===== src/rtl/asn1te_pkg.sv =====
package asn1te_pkg;

	// storage and widths
	localparam int unsigned STORE_DEPTH = 15;
	localparam int unsigned STORE_AW    = 4;
	localparam int unsigned COUNT_W     = 5;
	localparam int unsigned COUNT_MAX   = 31;
	localparam int unsigned SECS_W      = 39;
	localparam int unsigned MAC_A_W     = 24;
	localparam int unsigned MAC_B_W     = 17;
	localparam int unsigned YEAR_W      = 14;
	localparam int unsigned FLD_W       = 7;
	localparam int unsigned TOD_W       = 17;
	localparam int unsigned DOY_W       = 9;

	// value lengths
	localparam int unsigned LEN_UTC = 13;
	localparam int unsigned LEN_GEN = 15;

	// ASCII
	localparam logic [7:0] CH_ZERO = 8'h30;
	localparam logic [7:0] CH_NINE = 8'h39;
	localparam logic [7:0] CH_Z    = 8'h5A;

	// arithmetic constants
	localparam logic [MAC_B_W-1:0] SEC_PER_DAY  = 17'd86400;
	localparam logic [MAC_B_W-1:0] SEC_PER_MIN  = 17'd60;
	localparam logic [MAC_B_W-1:0] DAYS_PER_YR  = 17'd365;
	localparam logic [MAC_B_W-1:0] RECIP_25     = 17'd2622;   // ceil(2^16 / 25)
	localparam int unsigned        ERA_BIAS_YRS = 400;
	// 719468 epoch shift plus one era (146097 days) for the year bias
	localparam int unsigned        DAY_OFFSET   = 865565;
	localparam int unsigned        UTC_PIVOT    = 50;
	localparam int unsigned        CENT_20      = 2000;
	localparam int unsigned        CENT_19      = 1900;

	typedef enum logic [1:0] {
		KIND_UTC = 2'd0,
		KIND_GEN = 2'd1
	} kind_t;

	typedef enum logic [2:0] {
		FLD_YEAR = 3'd0,
		FLD_MON  = 3'd1,
		FLD_DAY  = 3'd2,
		FLD_HOUR = 3'd3,
		FLD_MIN  = 3'd4,
		FLD_SEC  = 3'd5
	} field_t;

	typedef enum logic [8:0] {
		ST_IDLE   = 9'b000000001,
		ST_WALK   = 9'b000000010,
		ST_RANGE  = 9'b000000100,
		ST_MUL_H  = 9'b000001000,
		ST_MUL_M  = 9'b000010000,
		ST_MUL_Q  = 9'b000100000,
		ST_MUL_Y  = 9'b001000000,
		ST_MUL_D  = 9'b010000000,
		ST_FINISH = 9'b100000000
	} state_t;

	// Field owning a character; UTCTime is shifted by two so both kinds share a map.
	function automatic field_t field_of(input logic [STORE_AW-1:0] idx, input logic gen);
		logic [STORE_AW-1:0] pos;
		field_t f;
		pos = gen ? idx : STORE_AW'(idx + STORE_AW'(2));
		case (pos)
			4'd0, 4'd1, 4'd2, 4'd3: f = FLD_YEAR;
			4'd4, 4'd5:             f = FLD_MON;
			4'd6, 4'd7:             f = FLD_DAY;
			4'd8, 4'd9:             f = FLD_HOUR;
			4'd10, 4'd11:           f = FLD_MIN;
			default:                f = FLD_SEC;
		endcase
		return f;
	endfunction

	// (153 * mp + 2) / 5, day of March-based year at start of month mp
	function automatic logic [DOY_W-1:0] doy_base(input logic [3:0] mp);
		logic [DOY_W-1:0] r;
		case (mp)
			4'd0:    r = 9'd0;
			4'd1:    r = 9'd31;
			4'd2:    r = 9'd61;
			4'd3:    r = 9'd92;
			4'd4:    r = 9'd122;
			4'd5:    r = 9'd153;
			4'd6:    r = 9'd184;
			4'd7:    r = 9'd214;
			4'd8:    r = 9'd245;
			4'd9:    r = 9'd275;
			4'd10:   r = 9'd306;
			4'd11:   r = 9'd337;
			default: r = 9'd0;
		endcase
		return r;
	endfunction

endpackage


===== src/rtl/asn1_time_to_epoch_seconds.sv =====
// ASN.1 UTCTime / GeneralizedTime to signed Unix seconds. Characters arrive one
// request per byte; while the block is idle every byte is taken in the cycle it
// shows up. On the last byte the block stalls its input and decodes: one walk step per
// stored character (13 or 15) to check digits and build the fields through a
// shared multiply-by-ten accumulator, a step for the range check and year
// fix, then five passes through a single 24x17 multiply-add unit (time of day,
// quotient for the century terms, day count, seconds), and a last step to load
// the result register. A bad digit, terminator or field range ends the decode
// after the range check; a wrong length or kind goes straight to the result step.
// The result waits in an output register, so a new value's bytes, its last byte
// included, are taken while an earlier result is still stalled; that value's
// decode then holds in its final step until the result register frees, adding
// those cycles to the input stall. bad_time marks a bad length, kind, terminator,
// digit or field range, and epoch_seconds is then zero. Day of month is only
// checked against 1..31.
module asn1_time_to_epoch_seconds (
	input  logic                                  clk,
	input  logic                                  arst_n,
	input  logic                                  in_valid,
	output logic                                  in_stall,
	input  logic [7:0]                            char_byte,
	input  logic [1:0]                            time_kind,
	input  logic                                  last_char,
	output logic                                  out_valid,
	input  logic                                  out_stall,
	output logic signed [asn1te_pkg::SECS_W-1:0]  epoch_seconds,
	output logic                                  bad_time
);

	asn1te_pkg::state_t state_q;

	logic [asn1te_pkg::COUNT_W-1:0]  cnt_q;
	logic [7:0]                      store_q [asn1te_pkg::STORE_DEPTH];
	logic [asn1te_pkg::STORE_AW-1:0] idx_q;
	logic                            gen_q;
	logic                            bad_q;

	logic [asn1te_pkg::YEAR_W-1:0] year_q;
	logic [asn1te_pkg::FLD_W-1:0]  mon_q, day_q, hour_q, min_q, sec_q;

	logic [asn1te_pkg::YEAR_W-1:0] yb_q;   // year shifted for Jan/Feb, plus one era
	logic [asn1te_pkg::DOY_W-1:0]  doy_q;
	logic [asn1te_pkg::TOD_W-1:0]  tod_q;
	logic [asn1te_pkg::SECS_W-1:0] p_q;    // multiply-add result

	logic                                 out_valid_q;
	logic [asn1te_pkg::SECS_W-1:0]        out_secs_q;
	logic                                 out_bad_q;

	// input side
	logic                           in_acc;
	logic [asn1te_pkg::COUNT_W-1:0] cnt_nx;
	logic                           len_ok;

	assign in_stall = (state_q != asn1te_pkg::ST_IDLE);
	assign in_acc   = in_valid && !in_stall;
	assign cnt_nx   = (cnt_q < asn1te_pkg::COUNT_W'(asn1te_pkg::COUNT_MAX)) ?
		asn1te_pkg::COUNT_W'(cnt_q + 1'b1) : cnt_q;
	assign len_ok   =
		(time_kind == asn1te_pkg::KIND_UTC &&
			cnt_nx == asn1te_pkg::COUNT_W'(asn1te_pkg::LEN_UTC)) ||
		(time_kind == asn1te_pkg::KIND_GEN &&
			cnt_nx == asn1te_pkg::COUNT_W'(asn1te_pkg::LEN_GEN));

	// character walk
	logic [7:0]                      rd_byte;
	logic [asn1te_pkg::STORE_AW-1:0] end_idx;
	logic                            is_end;
	logic                            is_digit;
	asn1te_pkg::field_t              fsel;
	logic [asn1te_pkg::YEAR_W-1:0]   acc_cur;
	logic [asn1te_pkg::YEAR_W-1:0]   acc_nxt;

	assign rd_byte  = store_q[idx_q];
	assign end_idx  = gen_q ? asn1te_pkg::STORE_AW'(asn1te_pkg::LEN_GEN - 1) :
		asn1te_pkg::STORE_AW'(asn1te_pkg::LEN_UTC - 1);
	assign is_end   = (idx_q == end_idx);
	assign is_digit = (rd_byte >= asn1te_pkg::CH_ZERO) && (rd_byte <= asn1te_pkg::CH_NINE);
	assign fsel     = asn1te_pkg::field_of(idx_q, gen_q);

	always_comb begin
		case (fsel)
			asn1te_pkg::FLD_YEAR: acc_cur = year_q;
			asn1te_pkg::FLD_MON:  acc_cur = asn1te_pkg::YEAR_W'(mon_q);
			asn1te_pkg::FLD_DAY:  acc_cur = asn1te_pkg::YEAR_W'(day_q);
			asn1te_pkg::FLD_HOUR: acc_cur = asn1te_pkg::YEAR_W'(hour_q);
			asn1te_pkg::FLD_MIN:  acc_cur = asn1te_pkg::YEAR_W'(min_q);
			default:              acc_cur = asn1te_pkg::YEAR_W'(sec_q);
		endcase
	end

	// acc * 10 + digit
	assign acc_nxt = asn1te_pkg::YEAR_W'((acc_cur << 3) + (acc_cur << 1) +
		asn1te_pkg::YEAR_W'(rd_byte[3:0]));

	// range check and year fix
	logic                          range_bad;
	logic [asn1te_pkg::YEAR_W-1:0] year_fix;
	logic [asn1te_pkg::YEAR_W-1:0] yb_nx;
	logic [3:0]                    mp;
	logic [asn1te_pkg::DOY_W-1:0]  doy_nx;

	assign range_bad = (mon_q < 7'd1) || (mon_q > 7'd12) || (day_q < 7'd1) ||
		(day_q > 7'd31) || (hour_q > 7'd23) || (min_q > 7'd59) || (sec_q > 7'd60);

	always_comb begin
		if (gen_q) begin
			year_fix = year_q;
		end else if (year_q < asn1te_pkg::YEAR_W'(asn1te_pkg::UTC_PIVOT)) begin
			year_fix = asn1te_pkg::YEAR_W'(year_q + asn1te_pkg::YEAR_W'(asn1te_pkg::CENT_20));
		end else begin
			year_fix = asn1te_pkg::YEAR_W'(year_q + asn1te_pkg::YEAR_W'(asn1te_pkg::CENT_19));
		end
	end

	// March-based year, biased by one era so the value stays non-negative
	assign yb_nx  = asn1te_pkg::YEAR_W'(year_fix + asn1te_pkg::YEAR_W'(asn1te_pkg::ERA_BIAS_YRS) -
		asn1te_pkg::YEAR_W'(mon_q <= 7'd2));
	assign mp     = (mon_q > 7'd2) ? 4'(mon_q - 7'd3) : 4'(mon_q + 7'd9);
	assign doy_nx = asn1te_pkg::DOY_W'(asn1te_pkg::doy_base(mp) +
		asn1te_pkg::DOY_W'(day_q) - 1'b1);

	// shared multiply-add: p = a * b + c, modulo 2^39
	logic signed [asn1te_pkg::MAC_A_W-1:0]             mac_a;
	logic [asn1te_pkg::MAC_B_W-1:0]                    mac_b;
	logic [asn1te_pkg::SECS_W-1:0]                     mac_c;
	logic signed [asn1te_pkg::MAC_A_W+asn1te_pkg::MAC_B_W:0] mac_prod;
	logic [asn1te_pkg::SECS_W-1:0]                     mac_out;

	// century terms from q = Y/4: Y/100 = q/25, Y/400 = (q/25)/4
	logic [11:0]                   q_yr;
	logic [6:0]                    q25;
	logic [asn1te_pkg::SECS_W-1:0] day_add;

	assign q_yr    = yb_q[asn1te_pkg::YEAR_W-1:2];
	assign q25     = p_q[22:16];
	assign day_add = asn1te_pkg::SECS_W'(q_yr) - asn1te_pkg::SECS_W'(q25) +
		asn1te_pkg::SECS_W'(q25[6:2]) + asn1te_pkg::SECS_W'(doy_q) -
		asn1te_pkg::SECS_W'(asn1te_pkg::DAY_OFFSET);

	always_comb begin
		case (state_q)
			asn1te_pkg::ST_MUL_H: begin
				mac_a = asn1te_pkg::MAC_A_W'(hour_q);
				mac_b = asn1te_pkg::SEC_PER_MIN;
				mac_c = asn1te_pkg::SECS_W'(min_q);
			end
			asn1te_pkg::ST_MUL_M: begin
				mac_a = p_q[asn1te_pkg::MAC_A_W-1:0];
				mac_b = asn1te_pkg::SEC_PER_MIN;
				mac_c = asn1te_pkg::SECS_W'(sec_q);
			end
			asn1te_pkg::ST_MUL_Q: begin
				mac_a = asn1te_pkg::MAC_A_W'(q_yr);
				mac_b = asn1te_pkg::RECIP_25;
				mac_c = '0;
			end
			asn1te_pkg::ST_MUL_Y: begin
				mac_a = asn1te_pkg::MAC_A_W'(yb_q);
				mac_b = asn1te_pkg::DAYS_PER_YR;
				mac_c = day_add;
			end
			asn1te_pkg::ST_MUL_D: begin
				mac_a = p_q[asn1te_pkg::MAC_A_W-1:0];
				mac_b = asn1te_pkg::SEC_PER_DAY;
				mac_c = asn1te_pkg::SECS_W'(tod_q);
			end
			default: begin
				mac_a = '0;
				mac_b = '0;
				mac_c = '0;
			end
		endcase
	end

	assign mac_prod = mac_a * $signed({1'b0, mac_b});
	assign mac_out  = asn1te_pkg::SECS_W'(mac_prod[asn1te_pkg::SECS_W-1:0] + mac_c);

	// control
	always_ff @(posedge clk or negedge arst_n) begin
		if (!arst_n) begin
			state_q     <= asn1te_pkg::ST_IDLE;
			cnt_q       <= '0;
			out_valid_q <= 1'b0;
		end else begin
			// the final decode step reloads the result register itself
			if (out_valid_q && !out_stall && state_q != asn1te_pkg::ST_FINISH) begin
				out_valid_q <= 1'b0;
			end
			case (state_q)
				asn1te_pkg::ST_IDLE: begin
					if (in_acc) begin
						if (last_char) begin
							cnt_q   <= '0;
							state_q <= len_ok ? asn1te_pkg::ST_WALK : asn1te_pkg::ST_FINISH;
						end else begin
							cnt_q <= cnt_nx;
						end
					end
				end
				asn1te_pkg::ST_WALK: begin
					if (is_end) begin
						state_q <= asn1te_pkg::ST_RANGE;
					end
				end
				asn1te_pkg::ST_RANGE: begin
					state_q <= (bad_q || range_bad) ? asn1te_pkg::ST_FINISH :
						asn1te_pkg::ST_MUL_H;
				end
				asn1te_pkg::ST_MUL_H: state_q <= asn1te_pkg::ST_MUL_M;
				asn1te_pkg::ST_MUL_M: state_q <= asn1te_pkg::ST_MUL_Q;
				asn1te_pkg::ST_MUL_Q: state_q <= asn1te_pkg::ST_MUL_Y;
				asn1te_pkg::ST_MUL_Y: state_q <= asn1te_pkg::ST_MUL_D;
				asn1te_pkg::ST_MUL_D: state_q <= asn1te_pkg::ST_FINISH;
				asn1te_pkg::ST_FINISH: begin
					if (!out_valid_q || !out_stall) begin
						out_valid_q <= 1'b1;
						state_q     <= asn1te_pkg::ST_IDLE;
					end
				end
				default: state_q <= asn1te_pkg::ST_IDLE;
			endcase
		end
	end

	// datapath
	always_ff @(posedge clk) begin
		if (in_acc && cnt_q < asn1te_pkg::COUNT_W'(asn1te_pkg::STORE_DEPTH)) begin
			store_q[cnt_q[asn1te_pkg::STORE_AW-1:0]] <= char_byte;
		end
		case (state_q)
			asn1te_pkg::ST_IDLE: begin
				if (in_acc && last_char) begin
					bad_q  <= !len_ok;
					gen_q  <= (time_kind == asn1te_pkg::KIND_GEN);
					idx_q  <= '0;
					year_q <= '0;
					mon_q  <= '0;
					day_q  <= '0;
					hour_q <= '0;
					min_q  <= '0;
					sec_q  <= '0;
				end
			end
			asn1te_pkg::ST_WALK: begin
				if (is_end) begin
					if (rd_byte != asn1te_pkg::CH_Z) begin
						bad_q <= 1'b1;
					end
				end else begin
					if (!is_digit) begin
						bad_q <= 1'b1;
					end
					idx_q <= asn1te_pkg::STORE_AW'(idx_q + 1'b1);
					case (fsel)
						asn1te_pkg::FLD_YEAR: year_q <= acc_nxt;
						asn1te_pkg::FLD_MON:  mon_q  <= acc_nxt[asn1te_pkg::FLD_W-1:0];
						asn1te_pkg::FLD_DAY:  day_q  <= acc_nxt[asn1te_pkg::FLD_W-1:0];
						asn1te_pkg::FLD_HOUR: hour_q <= acc_nxt[asn1te_pkg::FLD_W-1:0];
						asn1te_pkg::FLD_MIN:  min_q  <= acc_nxt[asn1te_pkg::FLD_W-1:0];
						default:              sec_q  <= acc_nxt[asn1te_pkg::FLD_W-1:0];
					endcase
				end
			end
			asn1te_pkg::ST_RANGE: begin
				if (range_bad) begin
					bad_q <= 1'b1;
				end
				yb_q  <= yb_nx;
				doy_q <= doy_nx;
			end
			asn1te_pkg::ST_MUL_H, asn1te_pkg::ST_MUL_M, asn1te_pkg::ST_MUL_Y,
			asn1te_pkg::ST_MUL_D: begin
				p_q <= mac_out;
			end
			asn1te_pkg::ST_MUL_Q: begin
				tod_q <= p_q[asn1te_pkg::TOD_W-1:0];
				p_q   <= mac_out;
			end
			asn1te_pkg::ST_FINISH: begin
				if (!out_valid_q || !out_stall) begin
					out_secs_q <= bad_q ? '0 : p_q;
					out_bad_q  <= bad_q;
				end
			end
			default: begin
			end
		endcase
	end

	assign out_valid     = out_valid_q;
	assign epoch_seconds = $signed(out_secs_q);
	assign bad_time      = out_bad_q;

	// a new result is loaded only from the final decode step
	assert property (@(posedge clk) disable iff (!arst_n)
		$rose(out_valid) |-> $past(state_q == asn1te_pkg::ST_FINISH))
		else $error("result appeared outside the final decode step");

	// an error result always carries zero seconds
	assert property (@(posedge clk) disable iff (!arst_n)
		out_valid && bad_time |-> epoch_seconds == '0)
		else $error("error result with nonzero seconds");

	// the byte count restarts as soon as a value ends
	assert property (@(posedge clk) disable iff (!arst_n)
		state_q != asn1te_pkg::ST_IDLE |-> cnt_q == '0)
		else $error("byte count not cleared during decode");

	// the character walk never runs past the terminator
	assert property (@(posedge clk) disable iff (!arst_n)
		state_q == asn1te_pkg::ST_WALK |-> idx_q <= end_idx)
		else $error("character walk past end of value");

endmodule


===== config.mk =====
export PLATFORM = sky130hd
export DESIGN_NAME = asn1_time_to_epoch_seconds
export DESIGN_NICKNAME = d
export VERILOG_FILES = /design/src/rtl/asn1te_pkg.sv /design/src/rtl/asn1_time_to_epoch_seconds.sv
export SDC_FILE = /design/constraint.sdc
export NUM_CORES = 1
export LEC_CHECK = 0
export BUFFER_PORTS_ARGS = -buffer_cell sky130_fd_sc_hd__buf_4
export CAP_MARGIN = 20
export CORE_ASPECT_RATIO = 0.9
export CORE_MARGIN = 5
export CORE_UTILIZATION = 70
export CTS_BUF_LIST = sky130_fd_sc_hd__clkbuf_4
export CTS_CLUSTER_SIZE = 14
export DETAILED_ROUTE_END_ITERATION = 16
export PLACE_DENSITY = 0.88
export SLEW_MARGIN = 20
export SYNTH_ARGS = -nofsm -noshare
export SYNTH_HDL_FRONTEND = slang
export SYNTH_SLANG_ARGS = --single-unit
export TNS_END_PERCENT = 30

===== constraint.sdc =====
create_clock -name clk -period 13.4 [get_ports clk]
set_input_delay 0.67 -clock clk [delete_from_list [all_inputs] [get_ports clk]]
set_output_delay 0.67 -clock clk [all_outputs]
set_load 0.02 [all_outputs]

======== Word-level counts from Yosys, hierarchy flattened ========
Memory sizes are Yosys's and may differ from the RTL's. A register that Yosys moved wholly into a read port is not among the register bits.
Index checks and enable logic that the tools add are counted.
cells by class
  add/subtract/negate cells ............... 18
  multipliers ............................. 1
  magnitude comparators ................... 14
  equality and inequality tests ........... 35
  multiplexer cells ....................... 53
  reductions and logical operators ........ 41
operator list
  cell                    count
  $pmux 39 s4             1
  $pmux 24 s4             1
  $pmux 9 s9              1
  $mux 7                  11
  $mux 14                 5
  $pmux 7 s2              5
  $pmux 17 s4             1
  $pmux 13 s5             1
  $mux 9                  6
  $add 39x39->39          1
  $mul 24x18->39          1
  $add 14x11->14 const B  2
  $pmux 14 s2             1
  $reduce_and 4->1        7
  $ne 2x2->1 const B      13
  $sub 15x21->22 const B  1
  $mux 4                  5
  $add 14x10->15          1
  $add 13x6->14           1
  $add 14x14->14          1
  $add 14x4->14           1
  $add 14x9->14 const B   1
  $gt 7x5->1 const B      2
  $gt 7x6->1 const B      2
  other kinds (54)        90
word-level totals
  bits in registers ....................... 189
  bits in writable memories ............... 120
  bits in read-only memories .............. 192
  input port bits ......................... 15
  logic and storage cells ................. 183
  memories ................................ 3
memories
  name              words  width  rd ports  clocked after Yosys merged registers in  write ports  RTL line                          text
  (name not given)  16     9      1         0                                        0            asn1te_pkg.sv:82                  case (mp)
  store_q           15     8      1         1                                        1            asn1_time_to_epoch_seconds.sv:33  logic [7:0] store_q [asn1te_pkg::STORE_DEPTH];
  (name not given)  16     3      1         0                                        0            asn1te_pkg.sv:68                  case (pos)

======== Logic depth before layout (Yosys ltp) ========
Gate-level depths: netlist of the first run.
  depth after elaboration ................. 10
  gate-level depth with buffers ........... 37
  gate-level depth less buffers ........... 37

======== Least setup slack after synthesis of the first run ========
OpenSTA, ideal clock, no wires.
  kind .................................... register -> register
  start ................................... register p_q[17] in the netlist's numbering
  end ..................................... register p_q[35] in the netlist's numbering (data pin)
  setup time .............................. 0.265 ns
  arrival ................................. 7.875 ns
  required time ........................... 13.135 ns
  setup slack ............................. 5.260 ns
  cell stages (with the launch flop) ...... 37
  buffers on the path ..................... 0
  path through ............................ edfxtp_1 inv_1 ha_1 nor2b_1 o21ai_0 a21oi_1 o21ai_0 nand2b_1 a21o_1 a21o_1 xor2_1 ha_1 inv_1 ha_1 ha_1 or3_1 o21a_1 a21o_1 a21oi_1 xor2_1 o21ai_0 fa_1 fa_1 inv_1 fa_1 fa_1 inv_1 ha_1 o21a_1 o21ai_0 o211ai_2 o21ai_0 a21boi_0 a221o_1 a221oi_2 o21ai_0 xor2_1
between the ends
  word-level cells in the longest chain between the ends .. 6
  elaborated cells on any way between the ends .. 8
  those cells by class .................... add/sub: 5; mul: 1; mux: 2
RTL lines
  element                      RTL line                           text
  start: declaration           asn1_time_to_epoch_seconds.sv:44   logic [asn1te_pkg::SECS_W-1:0] p_q;
  start signal: assignment     asn1_time_to_epoch_seconds.sv:274  p_q <= mac_out;
  start signal: assignment     asn1_time_to_epoch_seconds.sv:278  p_q <= mac_out;
  $sub 12x7->13                asn1_time_to_epoch_seconds.sv:137  assign day_add = asn1te_pkg::SECS_W'(q_yr) - asn1te_pkg::SECS_W'(q25) +
  $add 13x6->14                asn1_time_to_epoch_seconds.sv:137
  $add 14x10->15               asn1_time_to_epoch_seconds.sv:138  asn1te_pkg::SECS_W'(q25[6:2]) + asn1te_pkg::SECS_W'(doy_q) -
  $sub 15x21->22               asn1_time_to_epoch_seconds.sv:138
  $pmux 39 s4                  asn1_time_to_epoch_seconds.sv:142  case (state_q)
  $add 39x39->39 (*)           asn1_time_to_epoch_seconds.sv:177  assign mac_out = asn1te_pkg::SECS_W'(mac_prod[asn1te_pkg::SECS_W-1:0] + mac_c);
  named net mac_out (one bit)  asn1_time_to_epoch_seconds.sv:128  logic [asn1te_pkg::SECS_W-1:0] mac_out;
The timed path passes the listed nets; every way through them passes the cells marked *.
A chain may end at the register's enable or synchronous reset.

======== Final worst setup path of the first run ========
  start ................................... register state_q[1]
  end ..................................... register p_q[38] in the netlist's numbering (data pin)
between the ends
  word-level cells in the longest chain between the ends .. 5
  elaborated cells on any way between the ends .. 12
  those cells by class .................... add/sub: 1; mul: 1; eq/ne: 5; mux: 3; reduce/logical: 2
RTL lines
  element                                            RTL line                           text
  start: declaration                                 asn1_time_to_epoch_seconds.sv:30   asn1te_pkg::state_t state_q;
  start signal: assignment                           asn1_time_to_epoch_seconds.sv:182  state_q <= asn1te_pkg::ST_IDLE;
  start signal: assignment                           asn1_time_to_epoch_seconds.sv:195  state_q <= len_ok ? asn1te_pkg::ST_WALK : asn1te_pkg::ST_FINISH;
  start signal: assignment                           asn1_time_to_epoch_seconds.sv:203  state_q <= asn1te_pkg::ST_RANGE;
  $eq 9x5->1 (tied with other cells)                 asn1_time_to_epoch_seconds.sv:142
  $reduce_or 2->1 (no line)                          -
  $pmux 24 s4 / $pmux 17 s4 (equally long branches)  asn1_time_to_epoch_seconds.sv:142
  $mul 24x18->39                                     asn1_time_to_epoch_seconds.sv:176  assign mac_prod = mac_a * $signed({1'b0, mac_b});
  $add 39x39->39 (*)                                 asn1_time_to_epoch_seconds.sv:177
  named net mac_out (one bit)                        asn1_time_to_epoch_seconds.sv:128
Marked as above.

==> results of run 1 <==
logic make-up (layout without fill, tap and decap cells):
| kind of cell | count (synthesis) | count (layout) | share of synthesized area (%) |
|---|---|---|---|
| flops | 313 | 313 | 33.5 |
| simple gates | 503 | 503 | 8.97 |
| other cells | 2 | 68 | 0.0271 |
| compound gates | 306 | 306 | 7.23 |
| xor+xnor | 119 | 119 | 3.76 |
| buf+inv | 568 | 745 | 7.75 |
| mux | 43 | 43 | 2.87 |
| fa+ha+maj | 590 | 590 | 35.9 |
final cells by class:
class                   count  area (µm²)
clock inverters            31         244
repair buffers             77         601
well taps                 532         666
clock buffers             122         916
flip-flops and latches    313        9290
multi-input cells        1628       16500
fillers                  2446        9090
inverters                 515        1930
diodes                      1        2.50
registers in the layout (all words and copies together), names as in the netlist, named ones only:
| name | flops |
|---|---|
| bad_q | 1 |
| day_q | 7 |
| out_valid | 1 |
| gen_q | 1 |
| p_q | 39 |
| min_q | 7 |
| doy_q | 9 |
| tod_q | 17 |
| epoch_seconds | 39 |
| bad_time | 1 |
| year_q | 14 |
| sec_q | 7 |
| store_q | 120 |
| mon_q | 7 |
| yb_q | 14 |
| idx_q | 4 |
| hour_q | 7 |
| state_q | 9 |
| cnt_q | 5 |
synthesized netlist by cell type (all sizes together) (5+ instances only):
library cell    n  area, µm²
xnor2          73        639
nand3          23        115
inv           514       1930
xor2           46        403
buf             7       31.3
nor2          141        537
edfxtp        294       8830
a21oi          90        458
o22ai           6       37.5
or3             7       48.8
and3           14       88.8
and2           47        297
dfrtp          14        350
mux4           29        653
clkbuf         46        183
nand2b         15       93.8
a21o           32        240
mux2i          13        130
o21bai          9       67.6
or2             5       31.3
o21a           13       97.6
ha            250       3130
a22o            7       61.3
nor4            8       71.3
a22oi           7       52.6
nor2b          44        275
o211ai         14        110
nor3b           8       76.3
a31oi           7       43.8
a21boi          8       60.1
nand2         149        562
o21ai          63        315
a211oi         15        118
nor3           19       95.1
fa            340       6810
nand4           8       56.3
final timing paths:
check / to / slack (ns) / cells past startpoint
hold / removal: store_q[10][5]$_DFFE_PP_ / 0.12 / 1
hold reg to reg: tod_q[0]$_DFFE_PP_ / 0.52 / 0
setup / recovery: p_q[38]$_DFFE_PP_ / 3.79 / 28
min in group asynchronous: cnt_q[2]$_DFFE_PN0P_ / 0.26 / 2
max in group asynchronous: state_q[0]$_DFFE_PN1P_ / 12.90 / 2
setup reg to reg: p_q[38]$_DFFE_PP_ / 3.79 / 28
power by group through the flow:
stage / sequential, mW / clock, mW / combinational (mW)
final: 1.40 / 0.916 / 2.40
after global routing: 1.41 / 0.982 / 2.66
after CTS: 1.40 / 0.925 / 2.38
after detailed placement: 1.42 / 0 / 2.34
after global placement: 1.41 / 0 / 2.19
after floorplan: 1.38 / 0 / 1.82
what timing repair did:
| action | in CTS | in global routing |
|---|---|---|
| hold endpoints to repair | 15 | 0 |
| endpoints found under the setup margin | 0 | 0 |
| hold buffers | 1 | 0 |
worst max-delay path: cells and delay by family (launching register included):
family	cells	cell delay [ns]
xor gates and xnor gates	1	0.13
and+or+nand+nor	9	2.77
AOI/OAI and AO/OA	6	1.71
DFF	1	0.48
adders and majority gates	7	3.54
buffers and inverters	5	0.70
layer usage:
| metal | vias to the layer above | global-route usage, % | part of all wire, % | wire length, µm |
|---|---|---|---|---|
| met2 | 1041 | 57.5 | 50 | 35200 |
| met3 | 211 | 7.79 | 9.2 | 6500 |
| met4 | 0 | 13.6 | 4.3 | 3060 |
| met1 | 9537 | 42.6 | 37 | 26100 |
| met5 | - | 0 | 0 | 0 |
| li1 | 8369 | - | - | - |
per-stage QoR:
stage          hold slack (ns)  total power [mW]
3_5_place_dp             0.502              3.76
2_1_floorplan            0.374              3.20
6_report                 0.122              4.72
4_1_cts                 0.0497              4.71
5_1_grt                 0.0751              5.06
3_3_place_gp             0.481              3.60
==> out/metrics.csv, run 1 <==
metric,value,unit
Setup CP Type,reg -> reg,
setup bufs post-CTS,0,
GP Congestion,1.02,
Die X,220,µm
P_int,2.78,mW
1st-iter DRT viols,2081,
setup violators final,0,
H-tree depth,3,
worst hold path type,in -> reg,
most frequent CP cell,fa_1,
Post-synth EDFFs,294,
largest net degree at the start of global routing,42,
Setup Total Neg Slack,0,ns
"antenna viol nets, final",0,
Synthesis Warnings,0,
clock-pin slew on the worst setup and hold paths,0.08,ns
CTS tree,done,
DIE AREA,0.0437,mm²
number of iterations in the first detailed-routing pass,8,
share of layout cells above drive strength 1,10.6,%
DP Cell Count,3063,
# rows,69,
initial antenna violation count,4,
final core utilization,76.9,%
"Clk Latency, worst-skew pair",0.84,ns
maxcap violations,0,
I/O pin count,57,
Synth Area per Inst,11.3,µm²
Comb power frac,50.9,%
Async SR Flop Fraction,4.79,%
"slowest stage delay, CP",0.57,ns
clock network fraction of design power,19.4,%
dpl cell area,0.0290,mm²
DRT Wirelength,70800,µm
CTS buffer count,84,
Nets,3224,
Placement Setup Slack,4.04,ns
hold_sp,char_byte[5],
Main synth FF type,edfxtp_1,
Die Ht,199,µm
P_leak,14.1,nW
final global-route overflow total,0,
vias in the first global route,20900,
Sequential Power Share,29.7,%
sw frac,41.0,%
Worst Setup End Kind,flip-flop,
DP HPWL,55300,µm
core area,0.0393,mm²
initial core utilization,70.5,%
Max VDD drop,0.000211,V
Clock Skew,0.0578,ns
critical path data arrival time,10.17,ns
Fin. Hold Viols,0,
IO buf count,56,
deepest clock path buffer count,3,
Slew HR,25.3,%
vias,19200,
crit-path max FO,31,
register area share after synthesis,33.5,%
first-pass GRT wire length,112000,µm
Synth Instances,2444,
CTS root buffer,clkbuf_4,
r2r startpoint,state_q[1]$_DFFE_PN0P_,
Finished Cell Area,0.0302,mm²
# clock sinks,313,
Worst path slowest cell,fa_1,
RSZ-0062 raised after global routing,false,
CP required,13.95,ns
"commonest non-fill, non-tap cell in the layout",inv_1,
Post-CTS Resized,0,
outcome,finished clean,
WL/cell,22.0,µm
Syn-to-layout area delta,9.02,%
vias per inst,5.95,
Slew @ Worst Pin,1.12,ns
Global Route Usage Sum,33.9,%
area of the mapped netlist,0.0277,mm²
minimum clock period,9.61,ns
"leading cell types in the layout, fill and taps excluded","inv_1, fa_1, edfxtp_1",
top achievable clock speed,104,MHz
CP Launch Point,state_q[1]$_DFFE_PN0P_,
final slew viol count,0,
fin cells,3219,
drc violations,0,
final worst setup slack,3.79,ns
Final period util,71.7,%
pwr dens,156,mW/mm²
startpoint types,flip-flop,
P_sw,1.94,mW
Synth cell types,92,
Seq cells post-synth,313,
(Power assumes the default switching activity.)
==> run 2, diff against run 1 <==
Settings changed: ABC_AREA from default to 1, CORE_UTILIZATION 70 to 60, PLACE_DENSITY 0.88 to 0.8.
Clock period 13.4 ns to 7.95 ns, I/O delays scaled along.
==> run 2 against run 1 <==
Against the previous run:
- worst setup slack lost 3.6 ns
- clock power up 54%
- critical path type unchanged
- critical path depth up 7
- flip-flop and latch count unchanged
- first-iteration DRC count grew 13%
- largest cell class unchanged
- combinational power up 76%
- sequential share of layout area down 1.8 points
- cell count grew 24%
- clock skew is 0.0030 ns higher
- die area up 20%
- hold slack improved by 0.29 ns
==> out/metrics.csv, run 2 <==
metric,value,unit
register area share after synthesis,32.3,%
IO buf count,56,
P_sw,3.72,mW
CP required,8.52,ns
WL/cell,20.4,µm
synth cell count leaders,"inv_1, nand2_1, fa_1, nor2_1, edfxtp_1",
final slew viol count,0,
Die X,241,µm
"antenna viol nets, final",0,
P_int,4.23,mW
final global-route overflow total,0,
Finished Cell Area,0.0320,mm²
dpl cell area,0.0306,mm²
maxcap violations,0,
Slew HR,31.0,%
crit-path max FO,4,
reg2reg end,p_q[32]$_DFFE_PP_,
Setup CP Type,reg -> reg,
Post-synth EDFFs,294,
hold_sp,char_byte[3],
share of layout cells above drive strength 1,10.2,%
Max VDD drop,0.000205,V
number of flip-flops in the largest register,120,
vias per inst,5.60,
final core utilization,67.3,%
Crit path max-delay family,adder cells,
deepest clock path buffer count,3,
clock-pin slew on the worst setup and hold paths,0.07,ns
top post-synthesis cells by area,"edfxtp_1, fa_1, ha_1, inv_1, nand2_1",
"slowest stage delay, CP",0.60,ns
Synth cell types,56,
H-tree depth,3,
Sequential Power Share,29.0,%
Main synth FF type,edfxtp_1,
I/O pin count,57,
CTS buffer count,81,
Worst Hold Path Cells,2,
DIE AREA,0.0524,mm²
vias in the first global route,23000,
DP Cell Count,3824,
area of the mapped netlist,0.0288,mm²
DP HPWL,64700,µm
worst hold path type,in -> reg,
DRT Wirelength,81300,µm
Min Hold Slack,0.413,ns
"Clk Latency, worst-skew pair",0.84,ns
first-pass GRT wire length,128000,µm
Synthesis Warnings,0,
minimum clock period,7.75,ns
vias,22300,
1st-iter DRT viols,2358,
Nets,3906,
Seq cells post-synth,313,
initial antenna violation count,4,
RSZ-0062 raised after global routing,true,
fin cells,3990,
drc violations,0,
P_leak,15.4,nW
largest net degree at the start of global routing,60,
Synth area leader,edfxtp_1,
"leading cell types in the layout, fill and taps excluded","inv_1, nand2_1, fa_1",
startpoint types,flip-flop,
Synth Area per Inst,9.44,µm²
Buf/Inv on CP,6,
worst reg2reg path depth,35,
most frequent CP cell,nand2_1,
register-to-register setup slack,0.20,ns
# rows,76,
clock network fraction of design power,17.8,%
sw frac,46.8,%
"commonest non-fill, non-tap cell in the layout",inv_1,
initial core utilization,60.4,%
Worst Hold Path EP,store_q[12][3]$_DFFE_PP_,
Die Ht,218,µm
Slew @ Worst Pin,1.03,ns
Comb power frac,53.2,%
Worst path slowest cell,fa_2,
Async SR Flop Fraction,4.79,%
top achievable clock speed,129,MHz
CTS root buffer,clkbuf_4,
Worst Setup End Kind,flip-flop,
Final period util,97.5,%
Fin. Hold Viols,0,
outcome,finished clean,
critical path data arrival time,8.32,ns
CTS tree,done,
pwr dens,248,mW/mm²
# clock sinks,313,
Global Route Usage Sum,31.8,%
setup violators final,0,
Syn-to-layout area delta,11.4,%
post-synth top area share,30.7,%
Clock Skew,0.0608,ns
GP Congestion,0.975,
r2r startpoint,p_q[21]$_DFFE_PP_,
number of iterations in the first detailed-routing pass,7,
most frequent cell after synthesis,inv_1,
Synth Instances,3048,
core area,0.0476,mm²
==> run 2: changes by cell type after synthesis, moves of 16 or more <==
cell,previous run,this run
nand3_1,23,116
o21ai_0,61,119
xnor2_1,73,17
nand2_1,148,374
nor3_1,19,35
a21oi_1,88,128
inv_1,513,730
clkbuf_1,45,29
mux4_2,29,0
nor2b_1,44,0
nor2_1,140,337
and2_1,44,1
a21o_1,32,5
==> run 2: power groups by stage <==
stage / sequential (mW) / clock, mW / combinational, mW
5_1_grt: 2.32 / 1.52 / 4.73
4_1_cts: 2.30 / 1.43 / 4.14
3_3_place_gp: 2.33 / 0 / 3.99
3_5_place_dp: 2.33 / 0 / 4.10
2_1_floorplan: 2.31 / 0 / 2.98
6_report: 2.30 / 1.41 / 4.23
==> run 2: per-stage QoR <==
step / total power [mW] / TNS [ns] / setup slack, ns
2_1_floorplan: 5.29 / 0 / 0.831
3_3_place_gp: 6.31 / -0.0761 / -0.0761
3_5_place_dp: 6.43 / -0.145 / -0.145
4_1_cts: 7.86 / 0 / 0.0145
5_1_grt: 8.57 / -0.525 / -0.0777
6_report: 7.94 / 0 / 0.198
==> run 2: how the worst max path moves through the flow <==
stage / start / end / slack [ns] / cells after the start
after global placement: p_q[16]$_DFFE_PP_ / p_q[19]$_DFFE_PP_ / -0.08 / 34
after CTS: p_q[16]$_DFFE_PP_ / p_q[19]$_DFFE_PP_ / 0.01 / 34
after floorplan: state_q[2]$_DFFE_PN0P_ / p_q[24]$_DFFE_PP_ / 0.83 / 30
after global routing: p_q[16]$_DFFE_PP_ / p_q[24]$_DFFE_PP_ / -0.08 / 34
after detailed placement: p_q[16]$_DFFE_PP_ / p_q[19]$_DFFE_PP_ / -0.15 / 34
final: p_q[21]$_DFFE_PP_ / p_q[32]$_DFFE_PP_ / 0.20 / 35
==> run 2: layer usage <==
metal / vias up / share of wire, % / track usage [%]
met2: 1037 / 46 / 49.0
met4: 2 / 2.8 / 8.37
li1: 10200 / - / -
met5: - / 0.016 / 0
met1: 11000 / 42 / 45.5
met3: 172 / 9.9 / 8.17
==> run 2: timing repair <==
item                       in CTS  in global routing
setup endpoints to repair       1                 25
buffers inserted                0                  1
gates resized for setup         2                 57
hold buffers                   17                  0
pin swaps                       0                  3
hold endpoints to repair      146                  0
==> run 2: kinds of logic (layout without fill, tap and decap cells) <==
| group | Yosys count | count (layout) | synth area share, % |
|---|---|---|---|
| AOI/OAI and AO/OA | 352 | 352 | 7.07 |
| other | 2 | 69 | 0.0261 |
| xor gates and xnor gates | 73 | 73 | 2.22 |
| and+or+nand+nor | 930 | 930 | 13.5 |
| adders and majority gates | 590 | 590 | 34.5 |
| buffers and inverters | 788 | 1039 | 10.3 |
| DFF | 313 | 313 | 32.3 |
==> run 2: layout make-up <==
type,instances,area [µm²]
diodes,2,5.00
well taps,624,781
inverters,743,2790
clock buffers,107,803
fillers,3650,15600
clock inverters,39,210
repair buffers,150,1190
multi-input cells,2012,17000
flip-flops and latches,313,9290
